**config.mk**
```make
export PLATFORM = sky130hd
export DESIGN_NAME = tkh_mem
export DESIGN_NICKNAME = d
export VERILOG_FILES = /design/src/rtl/tkh_pkg.sv /design/src/rtl/tkh_mem.sv
export SDC_FILE = /design/constraint.sdc
export NUM_CORES = 2
export LEC_CHECK = 0
export BUFFER_PORTS_ARGS = -buffer_cell sky130_fd_sc_hd__buf_2
export CAP_MARGIN = 15
export CORE_ASPECT_RATIO = 1.75
export CORE_MARGIN = 3
export CORE_UTILIZATION = 55
export CTS_CLUSTER_SIZE = 12
export DETAILED_ROUTE_END_ITERATION = 16
export MAX_ROUTING_LAYER = met4
export PLACE_DENSITY_LB_ADDON = 0.05
export SETUP_SLACK_MARGIN = 0.5
export SYNTH_ARGS = -nofsm -noshare
export SYNTH_HDL_FRONTEND = slang
export SYNTH_SLANG_ARGS = --single-unit
```
**constraint.sdc**
```tcl
create_clock -name i_clk -period 13.8 [get_ports i_clk]
set_clock_uncertainty 0.15 [all_clocks]
set_input_delay 1.38 -clock i_clk [delete_from_list [all_inputs] [get_ports i_clk]]
set_output_delay 1.38 -clock i_clk [all_outputs]
set_load 0.01 [all_outputs]
```
**src/rtl/tkh_pkg.sv**
```systemverilog
// shared types and constants of the bounded top-k max-heap
package tkh_pkg;

    localparam int DEF_CAPACITY = 64;
    localparam int DEF_ID_BITS  = 32;

    localparam int DIST_W  = 32;
    localparam int ID_W    = 32;
    localparam int ACT_W   = 2;
    localparam int LIMIT_W = 7;
    localparam int COUNT_W = 7;

    localparam logic [LIMIT_W-1:0] LIMIT_RESET = 7'd64;

    localparam logic [ACT_W-1:0] ACT_ADD   = 2'd0;
    localparam logic [ACT_W-1:0] ACT_POP   = 2'd1;
    localparam logic [ACT_W-1:0] ACT_QUERY = 2'd2;

    // first member is the most significant: top_distance sits in the lowest bits
    typedef struct packed {
        logic               pop_error;
        logic               is_empty;
        logic [COUNT_W-1:0] kept_count;
        logic [ID_W-1:0]    top_id;
        logic [DIST_W-1:0]  top_distance;
    } t_result;

endpackage

```
**src/rtl/tkh_mem.sv**
```systemverilog
// heap entry memory: one write port, two registered read ports
module tkh_mem #(
    parameter int DEPTH = tkh_pkg::DEF_CAPACITY,
    parameter int WIDTH = tkh_pkg::DIST_W + tkh_pkg::DEF_ID_BITS
) (
    input  logic                     i_clk,
    input  logic                     i_we,
    input  logic [$clog2(DEPTH)-1:0] i_waddr,
    input  logic [WIDTH-1:0]         i_wdata,
    input  logic [$clog2(DEPTH)-1:0] i_raddr_a,
    input  logic [$clog2(DEPTH)-1:0] i_raddr_b,
    output logic [WIDTH-1:0]         o_rdata_a,
    output logic [WIDTH-1:0]         o_rdata_b
);

    logic [WIDTH-1:0] r_mem [DEPTH];
    logic [WIDTH-1:0] r_rdata_a;
    logic [WIDTH-1:0] r_rdata_b;

    always_ff @(posedge i_clk) begin
        if (i_we) begin
            r_mem[i_waddr] <= i_wdata;
        end
        r_rdata_a <= r_mem[i_raddr_a];
        r_rdata_b <= r_mem[i_raddr_b];
    end

    assign o_rdata_a = r_rdata_a;
    assign o_rdata_b = r_rdata_b;

endmodule

```
==> out/results.txt <==
The run finished with clean final reports. Cells with a size suffix above 1 make up 33.8% of the layout. The total routed wirelength was 708 mm. Root buffer cell: clkbuf_16. The number of enable-type register cells in the synthesized netlist was 4,096. Of all nets on the critical path, the largest fanout is 63. Dividing the detail-routed via count by the number of cells gives 8.07. IR analysis of the VDD net gives a maximum drop of 0.145 mV. Once the clock tree was built, the setup fixing pass inserted 0 buffers. The synthesized area per cell was 21.2 um^2; the cell row count was 283. The H-tree was split into 5 levels.

STA classifies the critical path startpoint as an input port. The met1 usage in global routing is 48.9%, and the maximum clock rate is 0.193 GHz. After filler insertion, the fill cell instance count of the layout stands at 23,800. The tools report the wire length of the first global-routing pass as 952 mm.

The number of clock buffers added by TritonCTS is 404. The startpoint identified for the worst hold timing path is i_wdata[11]. The global-route total usage across every layer came out at 42.1%. The total power density per cell area works out to 131 nW/um^2.

In the synthesized netlist the async set-or-reset flop fraction comes to 0%. The global routing stage identified its most utilized layer as met2. Entering global routing, the biggest net connects 111 pins. The tools report the final estimated routing congestion in global placement as 0.892.

Setup repair after global routing left no endpoint under its margin. The number of setup violations in the final report is 0, and the residual overflow from global routing is 0. For met2 alone, demand over resource in global routing was 64.2%. The count of buffers added on input and output ports is 211. For the final routed database, the setup TNS stands at 0 ns.

The transition time at the pin with the least slew margin came out at 1.33 ns. STA classifies the critical path endpoint as a flip-flop. In this run the vertical extent of the chip is 779 um. The post-synthesis net count was 8,925; the die extent in x was 448 um.

For the total of max-cap violations, the log shows 0. In this run the tightest slew margin relative to its limit is 11.5%. The max-slew violation count was 0.

Of the synthesized area, sequential elements account for 66.9%. Pin placement for this block handled 212 I/O pins. The run gives 112,000 as the vias after detailed routing.

Setup slack of the most critical reg-to-reg path: 11.40 ns. In this run the worst hold path is classified as input port to flip-flop. Of the available clock period, the critical path in the final layout requires 37.6%.

For the sum of net half-perimeters after detailed placement, the log shows 405 mm. For the layout net count, the log shows 9,137. The detailed-router iteration count before antenna repair was 6.

Yosys mapped the design onto 42 distinct sky130hd cell types. In the routed design, unresolved DRC markers number 0. For the initial antenna violation count, the log shows 75. TritonCTS built the clock tree. The post-synthesis register bit count is 4,224. The run gives 8,841 as the gate count after technology mapping. Quantity of gates resized following cts: 0.

The most used flip-flop cell after synthesis is edfxtp_1. At the later pin of the worst-skew pair, clock insertion delay measures 0.97 ns. From synthesis to final layout, the design area changed by 9.81%. Hold violation total from the final report: 0. The critical path is of the input port to flip-flop type.

The finished cells cover 206,000 um^2. At the worst endpoint, the required time is 14.48 ns. Placement-stage cell area: 194,000 um^2. The analysis attributes to cell leakage a power of 0.0632 uW.

For the worst endpoint data arrival time, the log shows 5.87 ns. The clock slew seen by the registers of the worst setup and hold paths was 0.06 ns. The minimum clock period after layout works out to 5.19 ns.

The logs give 188,000 um^2 for the mapped cell area and 0 for the count of hold buffers inserted by post-cts repair. The core region is 340,000 um^2. The count of nets left with antenna violations once routing finished came out at 0. The critical path starts at i_raddr_b[1].

The via count of the first global-routing pass came out at 113,000. In this run the critical register-to-register path is launched from r_mem[44][48]. The logs give 0 for the total number of yosys warnings and 55.3% for the effective utilization at floorplan. For the number of buffers on the longest clock path, the log shows 4. The tools report the full die area as 349,000 um^2.

After the first detailed-routing iteration, the DRC count stood at 17,500. The number of clock sinks was 4,224. In the global route stage, met3 resource usage came out at 10.1%.

Dividing the detail-routed wire length by the instance count gives 51.1 um.
[path summary, 6_finish.rpt]
kind,end,cells after the start
hold / removal,r_mem[45][11],1
setup / recovery,o_rdata_b[19],8
setup reg to reg,o_rdata_a[48],5
hold reg to reg,o_rdata_b[57],4
[worst max-delay path, cell delays in order]
cell	delay [ns]
buf_8	0.43
buf_4	0.63
buf_4	0.82
nand2_2	0.80
buf_4	0.52
o221ai_1	0.64
a21oi_1	0.08
o22a_1	0.22
[final cells by class]
class	count	area (um^2)	share of cell area [%]
Antenna cell	76	190	0.0922
Timing Repair Buffer	548	4120	2.00
Inverter	1	6.26	0.00303
Multi-Input combinational cell	3874	59100	28.7
Clock buffer	687	11500	5.60
Tap cell	4417	5530	2.68
Clock inverter	17	146	0.0710
Sequential cell	4224	126000	60.9
[metrics by stage]
stage / total power, uW / cells / utilization [%] / hold slack [ns] / worst slack (ns)
4_1_cts: 27100 / 13800 / 60.7 / 0.721 / 8.83
2_1_floorplan: 15800 / 8841 / - / 0.626 / 6.86
3_5_place_dp: 16800 / 13100 / 57.2 / 0.718 / 7.82
5_1_grt: 27600 / 13800 / 60.7 / 0.601 / 8.66
3_3_place_gp: 16800 / 13100 / 57.2 / 0.713 / 7.87
6_report: 27000 / 13800 / 60.7 / 0.624 / 8.61
[report_power, final]
part / internal, uW / total (uW) / switching [uW]
combinational: 842 / 2250 / 1410
clock: 5660 / 10400 / 4790
sequential: 14200 / 14400 / 143
[cells in the final DEF, fill, tap and decap left out, drive strengths merged, types with 18 or more instances in the layout]
cell / n
a211oi: 79
a21oi: 128
a221oi: 153
a22o: 136
a22oi: 37
buf: 548
clkbuf: 687
dfxtp: 128
diode: 76
edfxtp: 4096
mux2i: 177
mux4: 2016
nand2: 39
nand2b: 18
nand3: 18
nor2: 164
nor2b: 30
nor3: 63
nor4: 55
o221ai: 73
o22a: 51
o22ai: 533
[flip-flops by register name, indices dropped and copies added, names as in the netlist]
signal	flops
o_rdata_a	64
o_rdata_b	64
r_mem	4096
[cells by family after synthesis]
kind of cell	after synthesis	share of synthesized area (%)
DFF	4224	66.9
muxes	2209	25.2
AOI/OAI and AO/OA	1247	4.80
buffers and inverters	743	2.05
and+or+nand+nor	418	1.08
[Yosys cell counts, types with 33 or more instances]
cell type     n  area share [%]
edfxtp_1   4096              65
mux4_2     2016              24
o22ai_1     533             1.8
clkbuf_1    296            0.59
buf_2       242            0.64
mux2i_1     177            0.94
nor2_1      164            0.33
buf_4       140            0.56
a22o_1      136            0.63
a221oi_1    134            0.62
a21oi_1     128            0.34
dfxtp_1     128             1.4
a211oi_1     79            0.32
o221ai_1     73            0.34
nor3_1       63            0.17
nor4_1       55            0.18
o22a_1       51            0.24
nand2_1      39           0.078
a22oi_1      37            0.15
buf_1        33           0.066
[metal layers]
metal	up-vias	part of all wire (%)
met3	2681	12
met2	9221	48
met4	0	9.1
met5	-	0
met1	59700	31
li1	40000	-
Power figures use the tool's default switching activity.
