<file path="config.mk">
export PLATFORM = sky130hd
export DESIGN_NAME = tkh_ctrl
export DESIGN_NICKNAME = d
export VERILOG_FILES = /design/src/rtl/tkh_pkg.sv /design/src/rtl/tkh_ctrl.sv
export SDC_FILE = /design/constraint.sdc
export NUM_CORES = 1
export LEC_CHECK = 0
export BUFFER_PORTS_ARGS = -buffer_cell sky130_fd_sc_hd__buf_2
export CAP_MARGIN = 5
export CORE_UTILIZATION = 40
export DETAILED_ROUTE_END_ITERATION = 10
export GPL_TIMING_DRIVEN = 0
export HOLD_SLACK_MARGIN = 0.06
export PLACE_DENSITY = 0.7
export SLEW_MARGIN = 5
export SYNTH_ARGS = -nofsm -noshare
export SYNTH_HDL_FRONTEND = slang
export SYNTH_SLANG_ARGS = --single-unit
</file>
<file path="constraint.sdc">
create_clock -name i_clk -period 9.9 [get_ports i_clk]
set_clock_uncertainty 0.15 [all_clocks]
set_input_delay 0.495 -clock i_clk [delete_from_list [all_inputs] [get_ports i_clk]]
set_output_delay 0.495 -clock i_clk [all_outputs]
set_load 0.1 [all_outputs]
</file>
<file path="src/rtl/tkh_pkg.sv">
// shared types and constants of the bounded top-k max-heap
package tkh_pkg;

    localparam int DEF_CAPACITY = 64;
    localparam int DEF_ID_BITS  = 32;

    localparam int DIST_W  = 32;
    localparam int ID_W    = 32;
    localparam int ACT_W   = 2;
    localparam int LIMIT_W = 7;
    localparam int COUNT_W = 7;

    localparam logic [LIMIT_W-1:0] LIMIT_RESET = 7'd64;

    localparam logic [ACT_W-1:0] ACT_ADD   = 2'd0;
    localparam logic [ACT_W-1:0] ACT_POP   = 2'd1;
    localparam logic [ACT_W-1:0] ACT_QUERY = 2'd2;

    // first member is the most significant: top_distance sits in the lowest bits
    typedef struct packed {
        logic               pop_error;
        logic               is_empty;
        logic [COUNT_W-1:0] kept_count;
        logic [ID_W-1:0]    top_id;
        logic [DIST_W-1:0]  top_distance;
    } t_result;

endpackage

</file>
<file path="src/rtl/tkh_ctrl.sv">
// heap sequencer: sift-up for inserts, sift-down for pops and top replacement
module tkh_ctrl #(
    parameter int CAPACITY = tkh_pkg::DEF_CAPACITY,
    parameter int ID_BITS  = tkh_pkg::DEF_ID_BITS
) (
    input  logic                                 i_clk,
    input  logic                                 i_rst_n,
    input  logic                                 i_valid,
    output logic                                 o_ready,
    input  logic [tkh_pkg::ACT_W-1:0]            i_action,
    input  logic [tkh_pkg::DIST_W-1:0]           i_distance,
    input  logic [tkh_pkg::ID_W-1:0]             i_node_id,
    input  logic [$clog2(CAPACITY+1)-1:0]        i_limit,
    output logic                                 o_res_valid,
    input  logic                                 i_res_ready,
    output tkh_pkg::t_result                     o_res,
    output logic                                 o_we,
    output logic [$clog2(CAPACITY)-1:0]          o_waddr,
    output logic [tkh_pkg::DIST_W+ID_BITS-1:0]   o_wdata,
    output logic [$clog2(CAPACITY)-1:0]          o_raddr_a,
    output logic [$clog2(CAPACITY)-1:0]          o_raddr_b,
    input  logic [tkh_pkg::DIST_W+ID_BITS-1:0]   i_rdata_a,
    input  logic [tkh_pkg::DIST_W+ID_BITS-1:0]   i_rdata_b
);
    import tkh_pkg::*;

    localparam int AW = $clog2(CAPACITY);
    localparam int CW = $clog2(CAPACITY+1);
    localparam int IW = AW + 2;
    localparam int PW = DIST_W + ID_BITS;

    typedef enum logic [2:0] {
        S_IDLE,
        S_POPRD,
        S_UP,
        S_DOWN,
        S_FINAL,
        S_OUT
    } t_state;

    t_state          r_state, n_state;
    logic [AW-1:0]   r_pos, n_pos;
    logic [CW-1:0]   r_size, n_size;
    logic [CW-1:0]   r_count, n_count;
    logic [PW-1:0]   r_val, n_val;
    logic [PW-1:0]   r_top;
    logic            r_perr, n_perr;

    logic [PW-1:0]   w_pair;
    logic [IW-1:0]   w_lch, w_rch, w_size_ext, w_cidx, w_cl, w_cr;
    logic            w_pick_r;
    logic [PW-1:0]   w_cval;
    logic [AW-1:0]   w_par, w_gpar, w_cnt_par;
    logic [DIST_W-1:0] w_top_dist;

    assign w_pair     = {i_distance, i_node_id[ID_BITS-1:0]};
    assign w_lch      = {1'b0, r_pos, 1'b1};
    assign w_rch      = w_lch + IW'(1);
    assign w_size_ext = IW'(r_size);
    assign w_pick_r   = (w_rch < w_size_ext) && (i_rdata_b > i_rdata_a);
    assign w_cval     = w_pick_r ? i_rdata_b : i_rdata_a;
    assign w_cidx     = w_pick_r ? w_rch : w_lch;
    assign w_cl       = {1'b0, w_cidx[AW-1:0], 1'b1};
    assign w_cr       = w_cl + IW'(1);
    assign w_par      = (r_pos - AW'(1)) >> 1;
    assign w_gpar     = (w_par - AW'(1)) >> 1;
    assign w_cnt_par  = AW'((r_count - CW'(1)) >> 1);
    assign w_top_dist = r_top[PW-1 -: DIST_W];

    assign o_ready = (r_state == S_IDLE);

    always_comb begin
        n_state   = r_state;
        n_pos     = r_pos;
        n_size    = r_size;
        n_count   = r_count;
        n_val     = r_val;
        n_perr    = r_perr;
        o_we      = 1'b0;
        o_waddr   = r_pos;
        o_wdata   = r_val;
        o_raddr_a = '0;
        o_raddr_b = '0;
        o_res_valid = 1'b0;
        case (r_state)
            S_IDLE: begin
                if (i_valid) begin
                    n_perr  = 1'b0;
                    n_state = S_OUT;
                    case (i_action)
                        ACT_ADD: begin
                            if (r_count >= i_limit) begin
                                // full: replace the top only with a strictly nearer candidate
                                if (r_count != '0 && i_distance < w_top_dist) begin
                                    n_val  = w_pair;
                                    n_size = r_count;
                                    n_pos  = '0;
                                    if (r_count <= CW'(1)) begin
                                        n_state = S_FINAL;
                                    end else begin
                                        o_raddr_a = AW'(1);
                                        o_raddr_b = AW'(2);
                                        n_state   = S_DOWN;
                                    end
                                end
                            end else if (r_count < CW'(CAPACITY)) begin
                                n_count = r_count + CW'(1);
                                n_val   = w_pair;
                                n_pos   = AW'(r_count);
                                if (r_count == '0) begin
                                    n_state = S_FINAL;
                                end else begin
                                    o_raddr_a = w_cnt_par;
                                    n_state   = S_UP;
                                end
                            end
                        end
                        ACT_POP: begin
                            if (r_count == '0) begin
                                n_perr = 1'b1;
                            end else begin
                                // last entry moves into the root and sinks
                                o_raddr_a = AW'(r_count - CW'(1));
                                n_count   = r_count - CW'(1);
                                n_size    = r_count - CW'(1);
                                n_pos     = '0;
                                n_state   = S_POPRD;
                            end
                        end
                        default: begin
                            n_state = S_OUT;
                        end
                    endcase
                end
            end
            S_POPRD: begin
                n_val = i_rdata_a;
                if (r_size == '0) begin
                    n_state = S_OUT;
                end else if (r_size == CW'(1)) begin
                    n_state = S_FINAL;
                end else begin
                    o_raddr_a = AW'(1);
                    o_raddr_b = AW'(2);
                    n_state   = S_DOWN;
                end
            end
            S_UP: begin
                o_we = 1'b1;
                if (r_val > i_rdata_a) begin
                    // parent moves down one level, next parent is fetched at once
                    o_wdata   = i_rdata_a;
                    n_pos     = w_par;
                    o_raddr_a = w_gpar;
                    if (w_par == '0) begin
                        n_state = S_FINAL;
                    end
                end else begin
                    n_state = S_OUT;
                end
            end
            S_DOWN: begin
                o_we = 1'b1;
                if (w_cval > r_val) begin
                    o_wdata   = w_cval;
                    n_pos     = w_cidx[AW-1:0];
                    o_raddr_a = w_cl[AW-1:0];
                    o_raddr_b = w_cr[AW-1:0];
                    if (w_cl >= w_size_ext) begin
                        n_state = S_FINAL;
                    end
                end else begin
                    n_state = S_OUT;
                end
            end
            S_FINAL: begin
                o_we    = 1'b1;
                n_state = S_OUT;
            end
            S_OUT: begin
                o_res_valid = 1'b1;
                if (i_res_ready) begin
                    n_state = S_IDLE;
                end
            end
            default: begin
                n_state = S_IDLE;
            end
        endcase
    end

    always_ff @(posedge i_clk) begin
        if (!i_rst_n) begin
            r_state <= S_IDLE;
            r_count <= '0;
            r_perr  <= 1'b0;
        end else begin
            r_state <= n_state;
            r_count <= n_count;
            r_perr  <= n_perr;
            r_pos   <= n_pos;
            r_size  <= n_size;
            r_val   <= n_val;
            // root copy kept beside the memory
            if (o_we && o_waddr == '0) begin
                r_top <= o_wdata;
            end
        end
    end

    always_comb begin
        o_res              = '0;
        o_res.kept_count   = COUNT_W'(r_count);
        o_res.is_empty     = (r_count == '0);
        o_res.pop_error    = r_perr;
        if (r_count != '0) begin
            o_res.top_distance = w_top_dist;
            o_res.top_id       = ID_W'(r_top[ID_BITS-1:0]);
        end
    end

    a_count_bound: assert property (@(posedge i_clk) disable iff (!i_rst_n)
        r_count <= CW'(CAPACITY))
        else $error("heap count above capacity");

    a_write_in_heap: assert property (@(posedge i_clk) disable iff (!i_rst_n)
        o_we |-> (CW'(o_waddr) < r_count))
        else $error("heap write outside held entries");

    a_perr_empty: assert property (@(posedge i_clk) disable iff (!i_rst_n)
        (r_state == S_OUT && r_perr) |-> (r_count == '0))
        else $error("pop error with entries held");

    a_count_at_accept: assert property (@(posedge i_clk) disable iff (!i_rst_n)
        (r_state != S_IDLE) |=> (r_count == $past(r_count)))
        else $error("count changed during sift");

endmodule

</file>
==> flow_summary_export.csv <==
group,metric,value,unit
placement,place.port_buffers,361,
yosys,warning_count_from_the_yosys_run,0,
route,route.antenna.remaining_nets,0,
global_routing,grt_antenna_before_repair,3,
yosys,synth_cell_types,88,
route,via_count,14080,
route,wirelength,53.79,mm
sta,final_hold_viol_count,0,
yosys,synth.top_cells.by_count,"252 x sky130_fd_sc_hd__ha_1, 202 x sky130_fd_sc_hd__nand2_1, 193 x sky130_fd_sc_hd__inv_1",
cts,cts.reportedPaths.clkPinSlew,0.08,ns
yosys,syn_area,0.01532,mm²
cts,root_driver,"sky130_fd_sc_hd__clkbuf_16",
yosys,postSynthAreaPerCell,9.393,µm²
worst_setup_path,crit_chain,"buf_1, and3_1, nand3_1, xnor2_1, ha_1, a31oi_1, o31ai_1, a311o_1, a21o_2, inv_4, buf_6, mux2_1, ha_1, nand4_1, nor4_4, nand4_1, nor2_1, a2111oi_4, a21oi_2, buf_2, clkbuf_1, nand2_1, nand2_1, buf_2",
pwr,ir_worst_vdd,254.6,µV
worst_setup_path,crit_path_max_incr_delay,0.61,ns
yosys,yosys_most_used_dff,"sky130_fd_sc_hd__edfxtp_1",
sta,relative_slew_slack,0.2135,
cts,cts_tree,"yes",
final_layout,fin_nets,2479,
outcome,run_status,"completed",
placement,place.detailed.hpwl,43.68,mm
placement,placed_area,0.01789,mm²
final_layout,share_of_cells_above_drive_strength_1,0.3096,
floorplan,fp.dieArea,0.03909,mm²
cts,postCtsResizedCells,0,
worst_setup_path,critical_path_peak_fanout,10,
sta,finalMaxSlewViolations,0,
global_routing,globalRouteOverflowTotal,0,
route,drc_errors,0,
worst_setup_path,worst_setup_path_end_kind,"primary output",
cts,clk_path_buf_depth,2,
cts,cts_max_level,4,
cts,cts_hold_repair.buffers,0,
yosys,synth_async_reset_ratio,0,
pwr,pwr_density_cell,245.2,mW/mm²
yosys,yosys-top-cells-area,"sky130_fd_sc_hd__edfxtp_1 28%, sky130_fd_sc_hd__ha_1 21%, sky130_fd_sc_hd__mux2_2 8.7%",
sta,worst_hold_slack,0.1836,ns
final_layout,flow.area_growth_from_synthesis,20.38,%
route,wl_per_cell,21.10,µm
global_routing,grt_first_pass_wirelength,79.71,mm
cts,cts_setup_buffers,0,
yosys,synth_enable_flop_cells,141,
yosys,yosysSeqAreaShare,0.2908,
worst_setup_path,timing.setup.critical_path_class,"register to primary output",
sta,max_freq,0.1202,GHz
sta,fin_tns_setup,0,ns
sta,fin_crit,8.318,ns
global_routing,all_layer_gr_usage,0.2718,
placement,place_congestion,0.9250,
yosys,synth.largest_area_cell,"sky130_fd_sc_hd__edfxtp_1",
route,detailedRoute.firstPassIterationCount,5,
yosys,synth_top_area_frac,0.2764,
floorplan,core_region_area,0.03767,mm²
sta,rsz0062_at_grt,"no",
cts,cts_buffers,17,
global_routing,maximum_number_of_pins_on_one_net_before_global_route_repair,39,
worst_setup_path,timing.reg2reg.setup_slack,2.83,ns
floorplan,floorplan.rows,71,
sta,timing.final.setup_violations,0,
worst_setup_path,element_type_at_the_critical_path_start,"register",
floorplan,floorplan.initialDensity,0.4067,
yosys,yosys.cell_count.top_type,"sky130_fd_sc_hd__ha_1",
pwr,p_leak,8.806,nW
run,timing.max_cap.violations,0,
hold_path,worstHoldPathType,"input port to register",
yosys,synthesis.nets,2088,
worst_setup_path,cp_max_stage_cell,"sky130_fd_sc_hd__clkbuf_1",
floorplan,floorplan.die.width,197.7,µm
route,routed_via_density,5.525,
worst_setup_path,required,9.26,ns
final_layout,fin_area,0.01844,mm²
global_routing,via_count_of_the_first_global_routing_pass,13860,
sta,timing.final.crit_share,0.8402,
yosys,yosys_register_bits,152,
yosys,postSynthCellCount,1631,
cts,cts.sink_count,152,
worst_setup_path,arrival,7.67,ns
floorplan,ios,363,
sta,worst_slew_pin_slew,1.173,ns
route,drt_iter0_drc,989,
floorplan,die_height,197.7,µm
cts,clock_latency,0.47,ns
sequential cells by signal, summed over array words and instances, names as in the netlist:
register / cells
r_val: 64
r_state: 3
r_perr: 1
r_count: 7
o_waddr: 6
r_top: 64
r_size: 7
worst max-delay path: cells and delay by family, from the launching register on:
family | cells | cell delay [ns]
fa+ha+maj | 2 | 0.48
mux | 1 | 0.37
buf+inv | 6 | 2.35
compound gates | 6 | 1.39
xor+xnor | 1 | 0.16
flops | 1 | 0.46
simple gates | 8 | 1.98
cell families after synthesis:
group / Yosys count / synth area share
AO/OA/AOI/OAI: 345 / 0.1729
XOR/XNOR: 27 / 0.01544
adder cells (fa/ha/maj): 252 / 0.2058
buffers and inverters: 255 / 0.07155
flip-flops: 152 / 0.2908
multiplexers: 131 / 0.09597
other: 1 / 0.0002448
AND/OR/NAND/NOR: 468 / 0.1473
metrics by stage:
stage / power, mW / utilization / worst slack (ns) / instances
CTS: 4.525 / 0.4894 / 1.490 / 2546
finish: 4.522 / 0.4896 / 1.582 / 2549
global placement: 3.832 / 0.4717 / -3.904 / 2503
floorplan: 3.222 / - / 1.083 / 1631
detailed placement: 3.870 / 0.4750 / 1.819 / 2514
global route: 4.715 / 0.4895 / 1.155 / 2548
per-layer routing:
metal | share of wire | up-vias | global-route usage | routed length, µm
met5 | 0.00017 | - | 0 | 9
met2 | 0.46 | 553 | 0.4532 | 25000
met3 | 0.062 | 76 | 0.04190 | 3310
met1 | 0.45 | 6718 | 0.3595 | 24140
met4 | 0.025 | 2 | 0.08556 | 1328
li1 | - | 6733 | - | -
area by class of cell:
| type | instances | area (µm²) |
|---|---|---|
| Antenna cell | 3 | 7.507 |
| Buffer | 59 | 357.8 |
| Clock buffer | 20 | 436.7 |
| Clock inverter | 12 | 105.1 |
| Fill cell | 3651 | 19220 |
| Inverter | 196 | 738.2 |
| Multi-Input combinational cell | 1224 | 9786 |
| Sequential cell | 152 | 4454 |
| Tap cell | 511 | 639.4 |
| Timing Repair Buffer | 372 | 1917 |
placed cells by master (no fill, tap or decap), types with 8 or more instances in the layout:
master and n:
sky130_fd_sc_hd__buf_1 8, sky130_fd_sc_hd__nor2_1 68, sky130_fd_sc_hd__nand2b_1 8, sky130_fd_sc_hd__nand2_1 202
sky130_fd_sc_hd__clkbuf_16 17, sky130_fd_sc_hd__nand4_1 50, sky130_fd_sc_hd__o21ai_0 40, sky130_fd_sc_hd__a22oi_1 9
sky130_fd_sc_hd__inv_1 193, sky130_fd_sc_hd__nor3_1 15, sky130_fd_sc_hd__a22oi_2 60, sky130_fd_sc_hd__nand3_1 36
sky130_fd_sc_hd__buf_4 13, sky130_fd_sc_hd__xnor2_1 16, sky130_fd_sc_hd__buf_2 368, sky130_fd_sc_hd__nor2b_1 44
sky130_fd_sc_hd__dfxtp_1 11, sky130_fd_sc_hd__a211oi_1 9, sky130_fd_sc_hd__clkbuf_1 30, sky130_fd_sc_hd__mux2_1 8
sky130_fd_sc_hd__edfxtp_1 141, sky130_fd_sc_hd__ha_1 252, sky130_fd_sc_hd__mux2_2 119, sky130_fd_sc_hd__a21o_1 32
sky130_fd_sc_hd__a21oi_1 110, sky130_fd_sc_hd__xor2_1 11
report_power, final:
group / total (mW) / switching [mW] / internal, mW
Combinational: 2.97 / 2.26 / 0.712
Clock: 0.648 / 0.304 / 0.344
Sequential: 0.907 / 0.0702 / 0.836
final timing paths:
| check | startpoint | to | cells after the start |
|---|---|---|---|
| setup / recovery | o_waddr[2] | o_wdata[60] | 24 |
| hold / removal | i_node_id[0] | r_val[0] | 2 |
| setup reg to reg | o_waddr[2] | r_top[60] | 23 |
| hold reg to reg | r_perr | r_perr | 2 |
Power figures use the tool's default switching activity.
